## config.mk

```make
export PLATFORM = sky130hd
export DESIGN_NAME = lbp_ram
export DESIGN_NICKNAME = d
export VERILOG_FILES = /design/src/rtl/lbp_ram.sv
export SDC_FILE = /design/constraint.sdc
export NUM_CORES = 2
export LEC_CHECK = 0
export ABC_CLOCK_PERIOD_IN_PS = 4400
export BUFFER_PORTS_ARGS = -buffer_cell sky130_fd_sc_hd__buf_2
export CAP_MARGIN = 20
export CELL_PAD_IN_SITES_DETAIL_PLACEMENT = 0
export CELL_PAD_IN_SITES_GLOBAL_PLACEMENT = 1
export CORE_ASPECT_RATIO = 1.2
export CORE_MARGIN = 2
export CORE_UTILIZATION = 60
export CTS_CLUSTER_DIAMETER = 60
export DETAILED_ROUTE_END_ITERATION = 12
export PLACE_DENSITY_LB_ADDON = 0.1
export SYNTH_ARGS = -nofsm -noshare
export SYNTH_HDL_FRONTEND = slang
export SYNTH_SLANG_ARGS = --single-unit
```

## constraint.sdc

```tcl
create_clock -name clk -period 4.4 [get_ports clk]
set_clock_uncertainty 0.2 [all_clocks]
set_input_delay 0.22 -clock clk [delete_from_list [all_inputs] [get_ports clk]]
set_output_delay 0.22 -clock clk [all_outputs]
set_load 0.005 [all_outputs]
```

## src/rtl/lbp_ram.sv

```systemverilog
// ----------------------------------------------------------------------------
// Generic RAM
// Simple dual-port RAM: one write port, one read port with registered data.
// ----------------------------------------------------------------------------
module lbp_ram #(
	parameter int WIDTH = 8,
	parameter int DEPTH = 256
) (
	input  logic                     clk,
	input  logic                     we,
	input  logic [$clog2(DEPTH)-1:0] waddr,
	input  logic [WIDTH-1:0]         wdata,
	input  logic [$clog2(DEPTH)-1:0] raddr,
	output logic [WIDTH-1:0]         rdata
);

	logic [WIDTH-1:0] mem_q [DEPTH];

	always_ff @(posedge clk) begin
		if (we) begin
			mem_q[waddr] <= wdata;
		end
		rdata <= mem_q[raddr];
	end

endmodule

```

==> metrics.txt <==
Yosys top cell area share 0.773; largest cells by area after synthesis edfxtp_1 (77%), mux4_2 (13%), mux2i_1 (1.7%); Syn Inst Count 3733; clk buf depth 3; GRT Util Overall 0.292; # placed instances 5465; status complete, no violations; vias 39000; Avg Cell Area, Syn 21.3 sq um; share of layout cells above drive strength 1 0.233; total negative slack 0 ns; initial DRC count 4561; total I/O pin count 34; number of antenna violations at the first check in global routing 12; CP required just under 5 ns; number of synthesized flops with an enable pin just over 2000; area leader, netlist edfxtp_1; antenna-violating nets left 0; post-CTS sizing 0; Avg Vias per Cell 6.67; vias in the first global route 39500; CTS clk-pin slew, worst paths ~0.060 ns; Post-synth top cells edfxtp_1 (2048), mux4_2 (454), nor2_1 (282), mux2i_1 (134), a22oi_1 (133); DRT Pass-1 Iters 6; flops & latches, synth just over 2000; CTS Sinks about 2100; final WL around 190000 microns; die footprint roughly 0.14 sq mm; Slew Viols, Final 0; distinct cell type count after synthesis 55; asr flop ratio synth 0; PwrDens roughly 450 mW/mm^2; register area share after synthesis 0.775; Place WS around 0.34 ns; total gr overflow 0; PortBufs 33; Finished Core Util 0.671; height of the die 403 microns; Max-cap violations 0; synth warn 0; Layout area overhead 11.0%; H-tree lvl count 4; core box area 0.132 sq mm; Startpoint Class input pin; critical path class in -> reg; largest fanout on the critical path 75; mapped cell area 0.0796 sq mm; worst skew pair latency approximately 0.83 ns; Synth Flop Type edfxtp_1; IR drop worst, VDD between 0.3 and 0.4 mV; fin crit period 3.29 ns; Min-Delay Path Class in -> reg; Max transition margin 0.267; die width ~340 microns; final net count 3920; Initial Util 0.604; # setup viols final 0; fin crit share 0.747; WL/cell 33.2 microns; CTS Buf Count about 190; Worst-Margin Slew around 1.1 ns; HPWL after DPL 122000 microns; Post-Syn Nets 3759; fmax 304 MHz; largest net degree at the start of global routing 125; FILL cells 8298; Leak Pwr 27.3 nW; Final GP Congestion 0.871; drt drc 0; final hold vios 0; Tot Pwr slightly below 40 mW; unrepaired setup endpoints after global routing false; setup ws final 1.11 ns; clock root buffer clkbuf_16; CTS tree done; CP endpoint kind flop; first-pass GRT wire length 279000 microns; Non-Filler Instances 5840; crit path DAT roughly 3.7 ns; row count 146; count leader, synth edfxtp_1
-- registers in the layout, summed over array words and instances, names as in the netlist --
| name | flops |
|---|---|
| mem_q | 2048 |
| rdata | 8 |
-- area by class of cell --
cell class,count,area (sq um),share of cell area
flip-flops and latches,2056,61700,0.698
multi-input cells,1442,16500,0.187
clock buffers,226,4970,0.0563
well taps,1776,2220,0.0252
repair buffers,200,1810,0.0205
clock inverters,134,1150,0.0130
diodes,4,10.0,0.000113
inverters,2,7.51,0.0000850
-- placed cells by master (no fill, tap or decap), drive strengths merged, types with 6 or more instances in the layout --
cell type,synthesis,routed
a22oi,133,133
a21oi,96,96
mux2i,134,134
clkinv,1,106
nor2b,31,31
o21ai,12,12
o211ai,10,10
a22o,8,8
a221oi,14,14
nand2,33,33
a211oi,16,16
o221ai,47,47
inv,1,9
and2,6,6
dlygate4sd3,0,11
clkbuf,111,234
buf,122,181
dfxtp,8,8
nand3,34,34
nor4,27,27
nor3,22,22
nor2,282,282
nand4,10,10
edfxtp,2048,2048
o22ai,28,28
mux4,456,456
bufinv,0,17
nand2b,8,8
-- path summary, 6_finish.rpt --
kind	slack, ns	from	end	depth (start not counted)
worst min-delay path	0.13	waddr[0]	mem_q[171][2]	3
worst min register to register	0.85	mem_q[192][1]	rdata[1]	5
worst max-delay path	1.11	raddr[1]	rdata[4]	9
worst max register to register	1.22	mem_q[27][3]	rdata[3]	6
-- per-stage QoR --
stage	instance area, sq um	hold WS (ns)
after global routing	88300	0.0638
after global placement	82000	0.448
after floorplan	79600	0.119
final	88300	0.126
after detailed placement	82100	0.439
after CTS	88300	0.0108
-- power by group --
part / switching, mW / internal (mW)
Sequential: 0.0309 / 21.6
Combinational: 1.28 / 0.690
Clock: 7.08 / 9.08
-- logic make-up after synthesis --
group | count (synthesis) | share of synthesized area
multiplexers | 591 | 0.146
flip-flops | 2056 | 0.775
AO/OA/AOI/OAI | 385 | 0.0342
buffers and inverters | 235 | 0.0183
AND/OR/NAND/NOR | 466 | 0.0263
-- critical path, stage by stage --
cell and delay [ns]:
buf_8 0.55, buf_4 0.57, mux4_2 0.42, mux4_2 0.54, nor2_1 0.17, a2111oi_1 0.09, buf_4 0.16, nor3_1 0.82
nor4_1 0.13
-- routing by layer --
metal	vias to the layer above	global-route usage	part of all wire
met3	374	0.0603	0.083
met1	20700	0.394	0.38
met5	-	0	0.00047
met4	18	0.108	0.037
met2	1871	0.478	0.50
li1	16000	-	-
-- timing repair --
| action | in CTS | in global routing |
|---|---|---|
| hold buffers | 11 | 0 |
| endpoints found under the hold margin | 513 | 0 |
| buffers inserted | 0 | 0 |
Power figures use the tool's default switching activity.
